File: config.mk
export PLATFORM = sky130hd
export DESIGN_NAME = bitmap_block_allocator_flat
export DESIGN_NICKNAME = d
export VERILOG_FILES = /design/src/bba_pkg.sv /design/src/bba_channels.sv /design/src/bitmap_block_allocator.sv /design/src/bba_ram.sv /design/src/bba_fdec.sv /design/src/flat_wrapper.sv
export SDC_FILE = /design/constraint.sdc
export NUM_CORES = 1
export LEC_CHECK = 0
export ABC_AREA = 1
export BUFFER_PORTS_ARGS = -buffer_cell sky130_fd_sc_hd__buf_4
export CAP_MARGIN = 20
export CORE_MARGIN = 5
export CORE_UTILIZATION = 45
export DETAILED_ROUTE_END_ITERATION = 10
export SLEW_MARGIN = 10
export SYNTH_ARGS = -nofsm -noshare
export SYNTH_HDL_FRONTEND = slang
export SYNTH_SLANG_ARGS = --single-unit
File: constraint.sdc
create_clock -name clk_i -period 9.6 [get_ports clk_i]
set_input_delay 0.96 -clock clk_i [delete_from_list [all_inputs] [get_ports clk_i]]
set_output_delay 0.96 -clock clk_i [all_outputs]
set_load 0.01 [all_outputs]
File: src/bba_pkg.sv
// Shared types and constants of the bitmap block allocator.
// No dependencies; the design files refer to it by scoped names, tb_top imports it.
package bba_pkg;

  // Default block count of the region.
  localparam int unsigned NumBlocksDefault = 256;

  // Region layout: bitmap header, then blocks on a 3 x 4 KiB stride.
  localparam logic [63:0] HdrBytes    = 64'h2000;
  localparam logic [63:0] BlkStride   = 64'h3000;
  localparam int unsigned StrideShift = 12;
  localparam logic [63:0] AllOnes     = 64'hFFFF_FFFF_FFFF_FFFF;

  localparam int unsigned WordBits = 64;
  localparam int unsigned AddrW    = 64;

  // Configuration register indexes.
  localparam int unsigned CfgIdxW = 2;
  localparam logic [CfgIdxW-1:0] CfgVirtBase = 2'd0;
  localparam logic [CfgIdxW-1:0] CfgPhysBase = 2'd1;

  typedef enum logic [0:0] {
    OpAlloc = 1'b0,
    OpFree  = 1'b1
  } op_e;

  typedef enum logic [1:0] {
    StOk       = 2'd0,
    StFull     = 2'd1,
    StNotFound = 2'd2
  } status_e;

  typedef enum logic [2:0] {
    SClear,
    SIdle,
    SAllocRd,
    SAllocChk,
    SAllocAddr,
    SFreeDec,
    SFreeWr,
    SDone
  } ctrl_state_e;

endpackage

File: src/bba_channels.sv
// Valid/ready channels of the allocator: request word in, response word out.
// Depends on bba_pkg for the op and status types.
interface bba_req_if;
  logic              valid;
  logic              ready;
  bba_pkg::op_e      op;
  logic [63:0]       free_addr;

  modport source (output valid, output op, output free_addr, input ready);
  modport sink   (input valid, input op, input free_addr, output ready);
endinterface

interface bba_rsp_if;
  logic              valid;
  logic              ready;
  bba_pkg::status_e  status;
  logic [63:0]       block_virt;
  logic [63:0]       block_phys;

  modport source (output valid, output status, output block_virt, output block_phys,
                  input ready);
  modport sink   (input valid, input status, input block_virt, input block_phys,
                  output ready);
endinterface

File: src/bitmap_block_allocator.sv
// Top level of the first-fit bitmap block allocator.
// Depends on bba_pkg, bba_channels (interfaces), bba_ram and bba_fdec.
//
// Usage:
//   req channel carries one word per request: op (alloc or free) and free_addr.
//   rsp channel returns exactly one word per request: status, block_virt,
//   block_phys (addresses are zero unless an allocate succeeded).
//   cfg port writes region_virt_base (index 0) and region_phys_base (index 1);
//   write only while no request is in flight. Other indexes are dropped.
// Sequence (one request at a time, bitmap in a RAM with registered read):
//   allocate: reads word 0, then checks k bitmap words, one 64-bit word per cycle
//     (k = 1 .. NumBlocks/64 rounded up); StFull when all are used.
//   free: 4-stage address decoder, read, write back; a miss skips read and write.
//   The next request is taken in SIdle, in the cycle after the result moves to
//   the output register.
// Reset: the base registers go to zero and a clearing pass writes every
//   bitmap word to zero, one word per cycle; req.ready stays low meanwhile,
//   cfg writes are taken.
// Stall: the output register holds a finished word while rsp.ready is low;
//   one more request may be accepted and worked, then it waits in SDone.
module bitmap_block_allocator #(
  parameter int unsigned NumBlocks = bba_pkg::NumBlocksDefault
) (
  input  logic                         clk_i,
  input  logic                         rst_ni,
  input  logic                         cfg_we_i,
  input  logic [bba_pkg::CfgIdxW-1:0]  cfg_idx_i,
  input  logic [63:0]                  cfg_data_i,
  bba_req_if.sink                      req,
  bba_rsp_if.source                    rsp
);

  localparam int unsigned Words   = (NumBlocks + 63) / 64;
  localparam int unsigned AW      = (Words > 1) ? $clog2(Words) : 1;
  localparam int unsigned IW      = $clog2(NumBlocks);
  localparam int unsigned PW      = IW + 2;
  localparam int unsigned Rem     = NumBlocks % 64;
  localparam logic [AW-1:0] LastWord = AW'(Words - 1);
  // Bits past the last block in the last word read as used.
  localparam logic [63:0] LastPad = (Rem == 0) ? 64'd0 : (bba_pkg::AllOnes << Rem);

  bba_pkg::ctrl_state_e state_q, state_d;

  logic [AW-1:0]  clr_q, w_q;
  logic [IW-1:0]  idx_q;
  logic [63:0]    vbase_q, pbase_q;

  // pending result, then output register
  bba_pkg::status_e res_status_q;
  logic [63:0]      res_virt_q, res_phys_q;
  logic             out_valid_q;
  bba_pkg::status_e out_status_q;
  logic [63:0]      out_virt_q, out_phys_q;
  logic             can_out;

  // bitmap RAM
  logic          ram_we, ram_re;
  logic [AW-1:0] ram_waddr, ram_raddr;
  logic [63:0]   ram_wdata, ram_rdata;

  // free decoder
  logic          fdec_start, fdec_done, fdec_hit;
  logic [IW-1:0] fdec_idx;

  // scan
  logic [63:0]   scan_word;
  logic          scan_found;
  logic [5:0]    scan_pos;
  logic          scan_last;
  logic [PW-1:0] blk_tri;
  logic [63:0]   blk_off;

  bba_ram #(
    .Width (64),
    .Depth (Words)
  ) u_bitmap (
    .clk_i   (clk_i),
    .we_i    (ram_we),
    .waddr_i (ram_waddr),
    .wdata_i (ram_wdata),
    .re_i    (ram_re),
    .raddr_i (ram_raddr),
    .rdata_o (ram_rdata)
  );

  bba_fdec #(
    .NumBlocks (NumBlocks)
  ) u_fdec (
    .clk_i   (clk_i),
    .rst_ni  (rst_ni),
    .start_i (fdec_start),
    .addr_i  (req.free_addr),
    .base_i  (vbase_q),
    .done_o  (fdec_done),
    .hit_o   (fdec_hit),
    .idx_o   (fdec_idx)
  );

  // Lowest clear bit of the word under scan.
  assign scan_last = (w_q == LastWord);
  assign scan_word = ram_rdata | (scan_last ? LastPad : 64'd0);
  assign scan_found = ~&scan_word;

  always_comb begin
    scan_pos = '0;
    for (int i = 63; i >= 0; i--) begin
      if (!scan_word[i]) begin
        scan_pos = 6'(i);
      end
    end
  end

  // Block offset: header + idx * 0x3000 = header + (3 * idx) << 12.
  assign blk_tri = (PW'(idx_q) << 1) + PW'(idx_q);
  assign blk_off = bba_pkg::HdrBytes + (64'(blk_tri) << bba_pkg::StrideShift);

  assign can_out = !out_valid_q || rsp.ready;

  // Next state
  always_comb begin
    state_d = state_q;
    case (state_q)
      bba_pkg::SClear: begin
        if (clr_q == LastWord) begin
          state_d = bba_pkg::SIdle;
        end
      end
      bba_pkg::SIdle: begin
        if (req.valid) begin
          state_d = (req.op == bba_pkg::OpFree) ? bba_pkg::SFreeDec : bba_pkg::SAllocRd;
        end
      end
      bba_pkg::SAllocRd: state_d = bba_pkg::SAllocChk;
      bba_pkg::SAllocChk: begin
        if (scan_found) begin
          state_d = bba_pkg::SAllocAddr;
        end else if (scan_last) begin
          state_d = bba_pkg::SDone;
        end
      end
      bba_pkg::SAllocAddr: state_d = bba_pkg::SDone;
      bba_pkg::SFreeDec: begin
        if (fdec_done) begin
          state_d = fdec_hit ? bba_pkg::SFreeWr : bba_pkg::SDone;
        end
      end
      bba_pkg::SFreeWr: state_d = bba_pkg::SDone;
      bba_pkg::SDone: begin
        if (can_out) begin
          state_d = bba_pkg::SIdle;
        end
      end
      default: state_d = bba_pkg::SIdle;
    endcase
  end

  // Control outputs: RAM port, decoder start, request ready
  always_comb begin
    ram_we     = 1'b0;
    ram_waddr  = w_q;
    ram_wdata  = ram_rdata;
    ram_re     = 1'b0;
    ram_raddr  = w_q;
    fdec_start = 1'b0;
    req.ready  = 1'b0;
    case (state_q)
      bba_pkg::SClear: begin
        ram_we    = 1'b1;
        ram_waddr = clr_q;
        ram_wdata = '0;
      end
      bba_pkg::SIdle: begin
        req.ready  = 1'b1;
        fdec_start = req.valid && (req.op == bba_pkg::OpFree);
      end
      bba_pkg::SAllocRd: begin
        ram_re = 1'b1;
      end
      bba_pkg::SAllocChk: begin
        if (scan_found) begin
          ram_we    = 1'b1;
          ram_wdata = ram_rdata | (64'd1 << scan_pos);
        end else if (!scan_last) begin
          // prefetch the next word; it is checked in the next cycle
          ram_re    = 1'b1;
          ram_raddr = w_q + AW'(1);
        end
      end
      bba_pkg::SFreeDec: begin
        if (fdec_done && fdec_hit) begin
          ram_re    = 1'b1;
          ram_raddr = AW'(fdec_idx >> 6);
        end
      end
      bba_pkg::SFreeWr: begin
        ram_we    = 1'b1;
        ram_waddr = AW'(idx_q >> 6);
        ram_wdata = ram_rdata & (bba_pkg::AllOnes ^ (64'd1 << idx_q[5:0]));
      end
      default: ;
    endcase
  end

  // Control registers
  always_ff @(posedge clk_i or negedge rst_ni) begin
    if (!rst_ni) begin
      state_q     <= bba_pkg::SClear;
      clr_q       <= '0;
      out_valid_q <= 1'b0;
      vbase_q     <= '0;
      pbase_q     <= '0;
    end else begin
      state_q <= state_d;
      if (state_q == bba_pkg::SClear) begin
        clr_q <= clr_q + AW'(1);
      end
      if (state_q == bba_pkg::SDone && can_out) begin
        out_valid_q <= 1'b1;
      end else if (rsp.ready) begin
        out_valid_q <= 1'b0;
      end
      if (cfg_we_i) begin
        case (cfg_idx_i)
          bba_pkg::CfgVirtBase: vbase_q <= cfg_data_i;
          bba_pkg::CfgPhysBase: pbase_q <= cfg_data_i;
          default: ;
        endcase
      end
    end
  end

  // Datapath registers
  always_ff @(posedge clk_i) begin
    case (state_q)
      bba_pkg::SIdle: begin
        w_q <= '0;
      end
      bba_pkg::SAllocChk: begin
        if (scan_found) begin
          idx_q <= IW'({w_q, scan_pos});
        end else begin
          w_q          <= w_q + AW'(1);
          res_status_q <= bba_pkg::StFull;
          res_virt_q   <= '0;
          res_phys_q   <= '0;
        end
      end
      bba_pkg::SAllocAddr: begin
        res_status_q <= bba_pkg::StOk;
        res_virt_q   <= vbase_q + blk_off;
        res_phys_q   <= pbase_q + blk_off;
      end
      bba_pkg::SFreeDec: begin
        idx_q        <= fdec_idx;
        res_status_q <= bba_pkg::StNotFound;
        res_virt_q   <= '0;
        res_phys_q   <= '0;
      end
      bba_pkg::SFreeWr: begin
        res_status_q <= bba_pkg::StOk;
      end
      bba_pkg::SDone: begin
        if (can_out) begin
          out_status_q <= res_status_q;
          out_virt_q   <= res_virt_q;
          out_phys_q   <= res_phys_q;
        end
      end
      default: ;
    endcase
  end

  assign rsp.valid      = out_valid_q;
  assign rsp.status     = out_status_q;
  assign rsp.block_virt = out_virt_q;
  assign rsp.block_phys = out_phys_q;

  // The prefetch read never targets the word being written back.
  a_no_rw_same_word: assert property (@(posedge clk_i) disable iff (!rst_ni)
    (ram_we && ram_re) |-> (ram_waddr != ram_raddr))
    else $error("bitmap read and write hit the same word");

  // An allocate write-back sets exactly one new bit.
  a_alloc_one_bit: assert property (@(posedge clk_i) disable iff (!rst_ni)
    (state_q == bba_pkg::SAllocChk && ram_we) |-> ($countones(ram_wdata ^ ram_rdata) == 1))
    else $error("allocate changed other than one bit");

  // A free write-back changes at most one bit.
  a_free_one_bit: assert property (@(posedge clk_i) disable iff (!rst_ni)
    (state_q == bba_pkg::SFreeWr) |-> ($countones(ram_wdata ^ ram_rdata) <= 1))
    else $error("free changed more than one bit");

  // The decoder only finishes while the controller waits for it.
  a_fdec_done_in_wait: assert property (@(posedge clk_i) disable iff (!rst_ni)
    fdec_done |-> (state_q == bba_pkg::SFreeDec))
    else $error("free decoder result arrived outside its wait state");

  // Failed requests never report addresses (ok frees are not checked here).
  a_zero_addr: assert property (@(posedge clk_i) disable iff (!rst_ni)
    (rsp.valid && (rsp.status != bba_pkg::StOk || $past(state_q) == bba_pkg::SFreeWr &&
      $rose(rsp.valid))) |-> (rsp.status != bba_pkg::StOk) ?
      (rsp.block_virt == '0 && rsp.block_phys == '0) : 1'b1)
    else $error("non-ok response carries an address");

endmodule

File: src/bba_ram.sv
// Generic single-port-write, single-port-read RAM with registered read data.
// No package dependencies.
module bba_ram #(
  parameter int unsigned Width = 64,
  parameter int unsigned Depth = 4,
  localparam int unsigned AW = (Depth > 1) ? $clog2(Depth) : 1
) (
  input  logic             clk_i,
  input  logic             we_i,
  input  logic [AW-1:0]    waddr_i,
  input  logic [Width-1:0] wdata_i,
  input  logic             re_i,
  input  logic [AW-1:0]    raddr_i,
  output logic [Width-1:0] rdata_o
);

  logic [Width-1:0] mem [Depth];
  logic [Width-1:0] rdata_q;

  always_ff @(posedge clk_i) begin
    if (we_i) begin
      mem[waddr_i] <= wdata_i;
    end
    if (re_i) begin
      rdata_q <= mem[raddr_i];
    end
  end

  assign rdata_o = rdata_q;

endmodule

File: src/bba_fdec.sv
// Free-address decoder: virtual address to block index, four pipeline stages.
// Depends on bba_pkg for the region layout constants.
module bba_fdec #(
  parameter int unsigned NumBlocks = bba_pkg::NumBlocksDefault,
  localparam int unsigned IW = $clog2(NumBlocks)
) (
  input  logic          clk_i,
  input  logic          rst_ni,
  input  logic          start_i,
  input  logic [63:0]   addr_i,
  input  logic [63:0]   base_i,
  output logic          done_o,
  output logic          hit_o,
  output logic [IW-1:0] idx_o
);

  // q = rel >> 12 must be a multiple of 3 below 3 * NumBlocks.
  localparam int unsigned QW    = $clog2(3 * NumBlocks);
  localparam int unsigned Shift = QW + 1;
  localparam int unsigned PW    = IW + 2;
  localparam int unsigned HiW   = 64 - bba_pkg::StrideShift;
  localparam logic [Shift-1:0] Recip  = Shift'(((64'd1 << Shift) / 3) + 64'd1);
  localparam logic [HiW-1:0]   QLimit = HiW'(3 * NumBlocks);

  logic [3:0]          v_q, v_d;
  logic [63:0]         off1_q;
  logic [63:0]         rel;
  logic                ok2_q, ok3_q, hit4_q;
  logic [QW-1:0]       q2_q, q3_q;
  logic [QW+Shift-1:0] prod;
  logic [IW-1:0]       idx3_q, idx4_q;
  logic [PW-1:0]       tri3;

  assign v_d  = {v_q[2:0], start_i};
  assign rel  = off1_q - bba_pkg::HdrBytes;
  assign prod = (QW + Shift)'(q2_q) * (QW + Shift)'(Recip);
  assign tri3 = (PW'(idx3_q) << 1) + PW'(idx3_q);

  always_ff @(posedge clk_i or negedge rst_ni) begin
    if (!rst_ni) begin
      v_q <= '0;
    end else begin
      v_q <= v_d;
    end
  end

  always_ff @(posedge clk_i) begin
    off1_q <= addr_i - base_i;
    ok2_q  <= (off1_q >= bba_pkg::HdrBytes) &&
              (rel[bba_pkg::StrideShift-1:0] == '0) &&
              (rel[63:bba_pkg::StrideShift] < QLimit);
    q2_q   <= rel[bba_pkg::StrideShift +: QW];
    // floor(q / 3) by reciprocal, exact for every q < 2^QW
    idx3_q <= prod[Shift +: IW];
    q3_q   <= q2_q;
    ok3_q  <= ok2_q;
    hit4_q <= ok3_q && (PW'(q3_q) == tri3);
    idx4_q <= idx3_q;
  end

  assign done_o = v_q[3];
  assign hit_o  = hit4_q;
  assign idx_o  = idx4_q;

endmodule

File: src/flat_wrapper.sv
// flat-port wrapper written by rule: the top's interface ports become plain ports
module bitmap_block_allocator_flat 
#(
  parameter int unsigned NumBlocks = bba_pkg::NumBlocksDefault
)
  (clk_i, rst_ni, cfg_we_i, cfg_idx_i, cfg_data_i, req_valid, req_op, req_free_addr, req_ready, rsp_valid, rsp_status, rsp_block_virt, rsp_block_phys, rsp_ready);
  bba_req_if req_i ();
  bba_rsp_if rsp_i ();
  input  logic clk_i;
  input  logic rst_ni;
  input  logic cfg_we_i;
  input  logic [bba_pkg::CfgIdxW-1:0] cfg_idx_i;
  input  logic [63:0] cfg_data_i;
  input wire logic [$bits(req_i.valid)-1:0] req_valid;
  input wire logic [$bits(req_i.op)-1:0] req_op;
  input wire logic [$bits(req_i.free_addr)-1:0] req_free_addr;
  output wire logic [$bits(req_i.ready)-1:0] req_ready;
  output wire logic [$bits(rsp_i.valid)-1:0] rsp_valid;
  output wire logic [$bits(rsp_i.status)-1:0] rsp_status;
  output wire logic [$bits(rsp_i.block_virt)-1:0] rsp_block_virt;
  output wire logic [$bits(rsp_i.block_phys)-1:0] rsp_block_phys;
  input wire logic [$bits(rsp_i.ready)-1:0] rsp_ready;
  assign req_i.valid = req_valid;
  assign req_i.op = req_op;
  assign req_i.free_addr = req_free_addr;
  assign req_ready = req_i.ready;
  assign rsp_valid = rsp_i.valid;
  assign rsp_status = rsp_i.status;
  assign rsp_block_virt = rsp_i.block_virt;
  assign rsp_block_phys = rsp_i.block_phys;
  assign rsp_i.ready = rsp_ready;
  bitmap_block_allocator #(.NumBlocks(NumBlocks)) u_core (.clk_i(clk_i), .rst_ni(rst_ni), .cfg_we_i(cfg_we_i), .cfg_idx_i(cfg_idx_i), .cfg_data_i(cfg_data_i), .req(req_i), .rsp(rsp_i));
endmodule
Yosys cells after proc, flatten, opt, wreduce, memory -nomap -nowiden

Memories as Yosys holds them, arrays and structs flattened. A register that Yosys moved wholly into a read port is not among the register bits.
Cells that the tools add are included.

Bits in registers: 511
RAM bits: 256
Output and inout port bits: 132
Bits in read-only memories: 0
Bits in latches: 0
Input bits: 136
Logic and storage cells: 186
Memories kept: 1

Add/sub/neg operators: 9
Bitwise logic cells: 3
Mux-type cells: 101
$mul: 1
Equal/unequal tests: 18
Order comparisons: 2
Divide/modulo/power cells: 0
Shift-type cells: 2
Reductions and logical operators: 27

Memories:

| memory              | words | bits a word | rd ports | clocked after Yosys merged registers in | wr ports | line          | source |
|---|---|---|---|---|---|---|---|
| u_core.u_bitmap.mem | 4     | 64          | 1        | 1                                       | 1        | bba_ram.sv:17 | `logic [Width-1:0] mem [Depth];` |

Operator list:

| cell                   | number |
|---|---|
| $pmux 64 s3            | 3 |
| $mux 6                 | 64 |
| $add 64x64->64         | 2 |
| $mux 64                | 2 |
| $shl 1x6->64 const A   | 2 |
| $and 64x64->64         | 1 |
| $ge 64x14->1 const B   | 1 |
| $not 64->64            | 1 |
| $or 64x64->64          | 1 |
| $reduce_and 64->1      | 1 |
| $sub 64x14->64 const B | 1 |
| $sub 64x64->64         | 1 |
| $lt 52x10->1 const B   | 1 |
| $add 14x22->23 const A | 1 |
| $mux 3                 | 7 |
| $pmux 3 s7             | 1 |
| $add 9x8->10           | 2 |
| $mul 10x10->19 const B | 1 |
| $pmux 8 s2             | 1 |
| $reduce_and 2->1       | 7 |
| $eq 3x3->1 const B     | 4 |
| $logic_not 12->1       | 1 |
| $pmux 2 s2             | 3 |
| $mux 1                 | 11 |
| other kinds (23)       | 43 |

Depth between registers and ports, before layout

Gate-level depths: netlist of the first run.

Depth in word-level cells: 68
Depth in mapped cells: 68
Mapped depth without buffers: 68

Hierarchy

A second synthesis of the first run with hierarchy kept.

Cells, all modules: 4921
Area total of the unflattened synthesis: 43329.1 um2

Modules (own cells, without submodules):

| module                 | area an instance (um2) | instances | cells an instance | seq. area each (um2) |
|---|---|---|---|---|
| bitmap_block_allocator | 19662.6                | 1         | 2103              | 11461.0 |
| bba_ram                | 12683.4                | 1         | 1074              | 9609.2 |
| bba_fdec               | 10983.0                | 1         | 1744              | 2162.1 |

Least setup slack after synthesis of the first run

OpenSTA, ideal clock, no wires.

Kind: input to register
Start: input rsp_ready
End: register u_core.out_phys_q[0] (netlist: u_core.rsp.block_phys[0]), enable pin
Path slack: 2.596 ns
Stages: 2
Required time: 8.979 ns
Path buffers: 0
Arrival: 6.384 ns
Library setup time: 0.621 ns
Cell sequence: nor2_1 -> nor2_1

Cells in the longest elaborated chain, start to end: 2

Ends and longest elaborated chain:

| element                           | line                          | source |
|---|---|---|
| start: declaration                | flat_wrapper.sv:22            | `input wire logic [$bits(rsp_i.ready)-1:0] rsp_ready;` |
| $logic_or 1x1->1                  | bitmap_block_allocator.sv:117 | `assign can_out = !out_valid_q \|\| rsp.ready;` |
| $reduce_and 2->1 (no source line) | -                             |  |
| end signal: assignment            | bitmap_block_allocator.sv:266 | `out_phys_q <= res_phys_q;` |
| end: declaration                  | bitmap_block_allocator.sv:53  | `logic [63:0] out_virt_q, out_phys_q;` |

No other way between the ends.
A chain may end at the register's enable or synchronous reset.

Final worst setup path of the first run

Start: register u_core.idx_q[3]
End: register u_core.res_virt_q[63], data pin

Cells in the longest elaborated chain, start to end: 4

Ends and longest elaborated chain:

| element                  | line                          | source |
|---|---|---|
| start: declaration       | bitmap_block_allocator.sv:45  | `logic [IW-1:0] idx_q;` |
| start signal: assignment | bitmap_block_allocator.sv:240 | `idx_q <= IW'({w_q, scan_pos});` |
| start signal: assignment | bitmap_block_allocator.sv:254 | `idx_q <= fdec_idx;` |
| $add 9x8->10             | bitmap_block_allocator.sv:114 | `assign blk_tri = (PW'(idx_q) << 1) + PW'(idx_q);` |
| $add 14x22->23           | bitmap_block_allocator.sv:115 | `assign blk_off = bba_pkg::HdrBytes + (64'(blk_tri) << bba_pkg::StrideShift);` |
| $add 64x64->64           | bitmap_block_allocator.sv:250 | `res_virt_q <= vbase_q + blk_off;` |
| $pmux 64 s3              | bitmap_block_allocator.sv:234 | `case (state_q)` |
| end signal: assignment   | bitmap_block_allocator.sv:250 |  |
| end: declaration         | bitmap_block_allocator.sv:50  | `logic [63:0] res_virt_q, res_phys_q;` |

No other way between the ends.

==> results of run 1 <==
-- logic make-up (layout without fill, tap and decap cells) --
| group | after synthesis | count (layout) | synth area share |
|---|---|---|---|
| fa+ha+maj | 194 | 194 | 0.0676 |
| other cells | 0 | 9 | 0 |
| compound gates | 780 | 780 | 0.110 |
| buf+inv | 548 | 890 | 0.0530 |
| xor+xnor | 125 | 125 | 0.0282 |
| flops | 831 | 831 | 0.599 |
| simple gates | 1291 | 1291 | 0.142 |
-- registers in the layout, summed over array words and instances (netlist names), 8 cells and up --
register	cells
u_core.u_bitmap.rdata_o	64
u_core.idx_q	8
u_core.res_phys_q	64
u_core.pbase_q	64
u_core.rsp.block_virt	64
u_core.u_fdec.idx_o	8
u_core.vbase_q	64
u_core.res_virt_q	64
u_core.u_fdec.q3_q	10
u_core.u_fdec.off1_q	64
u_core.u_bitmap.mem	256
u_core.u_fdec.idx3_q	8
u_core.u_fdec.q2_q	10
u_core.rsp.block_phys	64
-- final cells by class --
type                       instances  area [µm²]  area share
sequential                       831       23200       0.515
multi-input combinational       2390       13600       0.302
clock buffer                     113        2420      0.0537
timing repair buffer             297        2230      0.0495
inverter                         425        1600      0.0354
tap                             1144        1430      0.0318
clock inverter                    55         536      0.0119
antenna                            9        22.5    0.000500
-- report_power, final --
part	internal (mW)	leakage, nW	switching (mW)
clock network	2.01	1.44	1.44
registers	5.68	8.10	0.634
logic	2.77	8.61	4.87
total	10.5	18.2	6.95
-- per-layer routing --
metal,up-vias,GRT usage,share of wire
met5,-,0,0.00077
met1,13100,0.294,0.44
met4,12,0.0664,0.029
li1,13600,-,-
met2,823,0.340,0.45
met3,171,0.0596,0.083
-- placed cells by master, fill, tap and decap left out, types with 6 or more instances in the layout --
cell         n
fa_1        26
nor2_2      18
ha_1       168
o22ai_1     69
bufinv_16    8
nor4_1      27
clkbuf_1    17
clkinv_2    18
nor3b_1      6
nand2_2     11
dfxtp_1    103
a31oi_1     29
clkbuf_16   92
inv_2       12
a21oi_1    202
o211ai_1     7
xnor2_1     44
nand2_1    558
dfrtp_1    138
o21ai_1     13
nand3_1    142
buf_4      296
nor2_1     386
clkinv_1    17
nor3_1      69
xor2_1      81
o21a_1      16
edfxtp_1   590
a221oi_1     7
o21bai_1     8
inv_1      409
nor3_2       9
diode_2      9
o21ai_0    388
nand4_1     35
-- worst max path at each step --
| stage | from | endpoint | slack, ps | depth (start not counted) |
|---|---|---|---|---|
| floorplan | rsp_ready | u_core.rsp.block_phys[0]$_DFFE_PP_ | 2600 | 2 |
| global placement | u_core.idx_q[3]$_DFFE_PP_ | u_core.res_virt_q[63]$_SDFFCE_PN0P_ | 2100 | 43 |
| detailed placement | u_core.idx_q[3]$_DFFE_PP_ | u_core.res_virt_q[63]$_SDFFCE_PN0P_ | 1990 | 45 |
| CTS | u_core.idx_q[3]$_DFFE_PP_ | u_core.res_virt_q[63]$_SDFFCE_PN0P_ | 1980 | 45 |
| global route | u_core.idx_q[3]$_DFFE_PP_ | u_core.res_virt_q[63]$_SDFFCE_PN0P_ | 1140 | 43 |
| finish | u_core.idx_q[3]$_DFFE_PP_ | u_core.res_virt_q[63]$_SDFFCE_PN0P_ | 1980 | 45 |
-- through the flow --
stage	instance area [µm²]	hold WS, ps	setup slack, ps	power (mW)
after floorplan	38800	310	2600	11.8
final	45100	329	1980	17.4
after global placement	42100	312	2100	13.9
after detailed placement	42100	312	1990	14.0
after global routing	45100	342	1140	18.9
after CTS	45000	331	1980	17.6
==> flow_summary.toml, run 1 <==
[power]
power.leakage_nw = 18.2
power-per-cell-area_nw_per_um2 = 386
ir_worst_vdd_v = 0.000465

[setup_path]
crit_top_cell = "nand2_1"
cp.required_ps = 10000
reg2regPathDepth = 45
path_max_fanout = 19
rr_startpoint = "u_core.idx_q[3]$_DFFE_PP_"
r2r-end = "u_core.res_virt_q[63]$_SDFFCE_PN0P_"
critical-path-slowest-cell = "edfxtp_1"
endpoint_kind = "flip-flop"
max_stage_delay_ps = 800
critPathBufInv = 6
cp_top_family = "simple AND/OR/NAND/NOR gates"
path_class = "flip-flop to flip-flop"
arrival_ps = 8020
cp-start-kind = "flip-flop"
r2r_slack_ps = 1980

[timing]
setup_violations = 0
final-hold-violation-count = 0
tns_ps = 0
rsz0062_at_grt = "no"
fmax_mhz = 131
drv_slew = 0
final.min_clock_period_ps = 7620
skew_ps = 32.3
period_share = 0.793
maxSlewHeadroom = 0.253
worst_slew_pin_slew_ps = 1110

[logic_synthesis]
avgSynthCellArea_um2 = 10.3
yosysUniqueCellTypes = 62
synth-edff-count = 590
synthesis.instances = 3769
async_flop_share = 0.166
synth_seq_cells = 831
yosysMostFrequentCell = "edfxtp_1"
synth.area.top_cells = "edfxtp_1 (46%), dfrtp_1 (8.9%), ha_1 (5.4%)"
syn_nets = 4099
netlist.area_leader.share = 0.457
synth_seq_area_share = 0.599
synth-main-ff-cell = "edfxtp_1"
netlist_top_cells_count = "edfxtp_1 (590), nand2_1 (560), inv_1 (410)"
syn_area_um2 = 38800
yosysTopAreaCell = "edfxtp_1"
ys_warn_count = 0

[global_routing]
gr-usage-all-layers = 0.216
antenna_found_initial = 15
grt_pass1_vias = 27200
grt_pass1_wl_um = 158000
grt_max_degree = 86
grt_overflow = 0

[finish]
post-route-util = 0.528
syn_to_final_growth_pct = 16.2
finalNonFillerCells = 5264
nets = 4364
layout-drive-gt1-share = 0.126
fill_cells = 7699

[clock_network]
htreeDepth = 3
cts_buffer_depth = 3
clkSinkCount = 831
cts_buffers = 89
cts_hold_buf = 0
cts.repair.resized = 0
path_clk_slew_ps = 60
cts_setup_buffers = 0
cts_root_buf = "clkbuf_16"
insertion_delay_ps = 650
cts_tree = "yes"

[die]
ioPinCount = 268
std_cell_rows = 107
start_util = 0.454
die_y_um = 304
die_x_um = 304
die_area_um2 = 92200
core_um2 = 85400

[placed_design]
place_congestion = 0.947
io_buffers = 267
dp_cells = 5086
post-dp-hpwl_um = 70900

[run_status]
outcome = "finished clean"

[route]
wl_um = 102000
drc = 0
drtIter0Drc = 2122
drtPass1Iterations = 6
vias = 27700
ant_nets = 0
vias_per_cell = 5.26
wl_per_cell_um = 19.3

[min_path]
min-delay-start = "u_core.u_fdec.off1_q[12]$_DFF_P_"
hp-class = "flip-flop to flip-flop"
min_to = "u_core.u_fdec.q2_q[0]$_DFF_P_"
min_path_cells = 0

[job]
maxCapViolCount = 0
(Power assumes the default switching activity.)
==> inputs of run 2 (changes only) <==
- ABC_AREA: 1 -> 0
- clock period: 9.6 -> 7 ns (I/O delays scaled with it)
==> run 2 against run 1 <==
Compared with the run above: cell count is 9.3% lower; largest power group unchanged; core utilization shrank 0.24 points; sequential share of layout area is 0.40 points lower; setup slack got worse by 240 ps; routed wire length increased by 2.1%; clock-buffer cell count rose by 2; via count decreased by 3.6%; clock power up 41%; area after synthesis increased by 0.85%.
==> flow_summary.toml, run 2 <==
[clock_network]
cts_buffer_depth = 3
cts_hold_buf = 0
cts_tree = "yes"
path_clk_slew_ps = 70
cts.repair.resized = 0
clkSinkCount = 831
cts_setup_buffers = 0
htreeDepth = 3
cts_root_buf = "clkbuf_16"
insertion_delay_ps = 650
cts_buffers = 90

[timing]
period_share = 0.752
final-hold-violation-count = 0
tns_ps = 0
drv_slew = 0
worst_slew_pin_slew_ps = 1100
fmax_mhz = 190
postLayoutSetupSlackWorst_ps = 1740
setup_violations = 0
rsz0062_at_grt = "no"
fin_hold_ws_ps = 62.0
maxSlewHeadroom = 0.258
final.min_clock_period_ps = 5260
skew_ps = 36.2

[route]
wl_met3_um = 7670
wl_um = 104000
vias = 26700
drtPass1Iterations = 5
vias_per_cell = 5.59
wl_met2_um = 48800
drc = 0
topRoutingLayerUsed = "met5"
wl_per_cell_um = 21.8
met1_length_um = 43900
ant_nets = 0
drtIter0Drc = 2216

[global_routing]
gr-usage-all-layers = 0.218
grt_pass1_wl_um = 158000
grt_pass1_vias = 26100
antenna_found_initial = 5
grt_max_degree = 193
grt_overflow = 0

[power]
ir_worst_vdd_v = 0.000550
power-per-cell-area_nw_per_um2 = 501
power.leakage_nw = 17.4

[setup_path]
max_stage_delay_ps = 860
path_max_fanout = 11
endpoint_kind = "flip-flop"
cp.required_ps = 7370
r2r-end = "u_core.res_virt_q[32]$_SDFFCE_PN0P_"
path_class = "flip-flop to flip-flop"
rr_startpoint = "u_core.idx_q[1]$_DFFE_PP_"
cp-start-kind = "flip-flop"
r2r_slack_ps = 1740
cp_cell_sequence = "ha_1 -> fa_1 -> ha_1 -> ha_1 -> nor2b_1 -> o21ai_0 -> a21boi_0 -> o21ai_0 -> a21boi_0 -> o2111a_1 -> o31a_1 -> o21ai_0 -> or3_1 -> a21oi_1"
critical-path-slowest-cell = "o21ai_0"
reg2regPathDepth = 14
arrival_ps = 5630

[finish]
syn_to_final_growth_pct = 16.1
largest_register_ffs = 256
layout-drive-gt1-share = 0.149
layout_common_cells = "edfxtp_1 (590), buf_4 (286), nand2_1 (238)"
layout_commonest_cell = "edfxtp_1"
nets = 3871
finalNonFillerCells = 4772
top_register = "u_core.u_bitmap.mem"
fill_cells = 7576

[die]
die_y_um = 305
die_area_um2 = 93000
die_x_um = 305
core_um2 = 86500
start_util = 0.453
std_cell_rows = 108
ioPinCount = 268

[logic_synthesis]
synthesis.instances = 3282
yosysTopAreaCell = "edfxtp_1"
yosysUniqueCellTypes = 89
syn_area_um2 = 39100
synth.area.top_cells = "edfxtp_1 (45%), dfrtp_1 (8.8%), ha_1 (5.4%)"
netlist.area_leader.share = 0.453
async_flop_share = 0.166
ys_warn_count = 0
avgSynthCellArea_um2 = 11.9
yosysMostFrequentCell = "edfxtp_1"
netlist_top_cells_count = "edfxtp_1 (590), nand2_1 (239), o21ai_0 (212)"
synth_seq_area_share = 0.594
synth-edff-count = 590
syn_nets = 3612
synth_seq_cells = 831
synth-main-ff-cell = "edfxtp_1"

[placed_design]
post-dp-hpwl_um = 72100
dp_slack_ps = 1770
io_buffers = 267
dp_cells = 4603
place_congestion = 0.912

[job]
maxCapViolCount = 0

[min_path]
hp-class = "primary input to asynchronous set/reset pin"

[run_status]
outcome = "finished clean"
## run 2: cell types whose count changed in the layout (fill, tap and decap cells not counted), moves of 69 or more
cell,change
nand2_1,-320
a211oi_1,+74
nor2_1,-195
o211ai_1,+72
o21ai_0,-176
inv_1,-212
nand3_1,-69
nor2b_1,+80
## run 2: final cells by class
cell class | instances | area [µm²] | share of cell area
sequential | 831 | 23200 | 0.511
inverter | 197 | 739 | 0.0163
clock inverter | 52 | 562 | 0.0124
multi-input combinational | 2131 | 14700 | 0.324
timing repair buffer | 290 | 2220 | 0.0488
clock buffer | 115 | 2490 | 0.0548
antenna | 1 | 2.50 | 0.0000551
tap | 1155 | 1450 | 0.0318
## run 2: per-layer routing
metal / global-route usage / vias to the layer above
li1: - / 12600
met1: 0.293 / 13100
met2: 0.354 / 843
met3: 0.0480 / 174
met4: 0.0712 / 6
met5: 0 / -
## run 2: cell families (layout without fill, tap and decap cells)
family,after synthesis,in the layout,share of synthesized area
mux,133,133,0.0361
fa+ha+maj,194,194,0.0670
simple gates,908,908,0.116
flops,831,831,0.594
xor+xnor,168,168,0.0376
compound gates,728,728,0.118
buf+inv,320,654,0.0319
other cells,0,1,0
## run 2: power by group
| part | internal [mW] | total (mW) | switching [mW] |
|---|---|---|---|
| clock | 2.87 | 4.87 | 2.00 |
| combinational | 3.98 | 9.83 | 5.86 |
| sequential | 7.25 | 8.04 | 0.793 |
| total | 14.1 | 22.7 | 8.65 |
## run 2: per-stage QoR
stage	util	cell area (µm²)	power, mW
2_1_floorplan	-	39100	15.0
3_3_place_gp	0.490	42400	17.8
3_5_place_dp	0.490	42400	18.0
4_1_cts	0.525	45400	23.0
5_1_grt	0.525	45400	24.5
6_report	0.525	45400	22.7
## run 2: how the worst max path moves through the flow
stage                     slack (ps)                           from                                   to
after floorplan                   40  u_core.state_q[0]$_DFFE_PN0P_   u_core.rsp.block_phys[0]$_DFFE_PP_
after global placement          1920      u_core.idx_q[0]$_DFFE_PP_  u_core.res_virt_q[28]$_SDFFCE_PN0P_
after detailed placement        1770      u_core.idx_q[1]$_DFFE_PP_  u_core.res_virt_q[26]$_SDFFCE_PN0P_
after CTS                       1730      u_core.idx_q[1]$_DFFE_PP_  u_core.res_virt_q[32]$_SDFFCE_PN0P_
after global routing            1170      u_core.idx_q[0]$_DFFE_PP_  u_core.res_virt_q[30]$_SDFFCE_PN0P_
final                           1740      u_core.idx_q[1]$_DFFE_PP_  u_core.res_virt_q[32]$_SDFFCE_PN0P_
## run 2: critical path, delay by kind of cell (launching register included)
family	cells	cell delay [ps]
AO/OA/AOI/OAI	8	2600
adder cells (fa/ha/maj)	4	1520
flip-flops	1	480
AND/OR/NAND/NOR	2	370
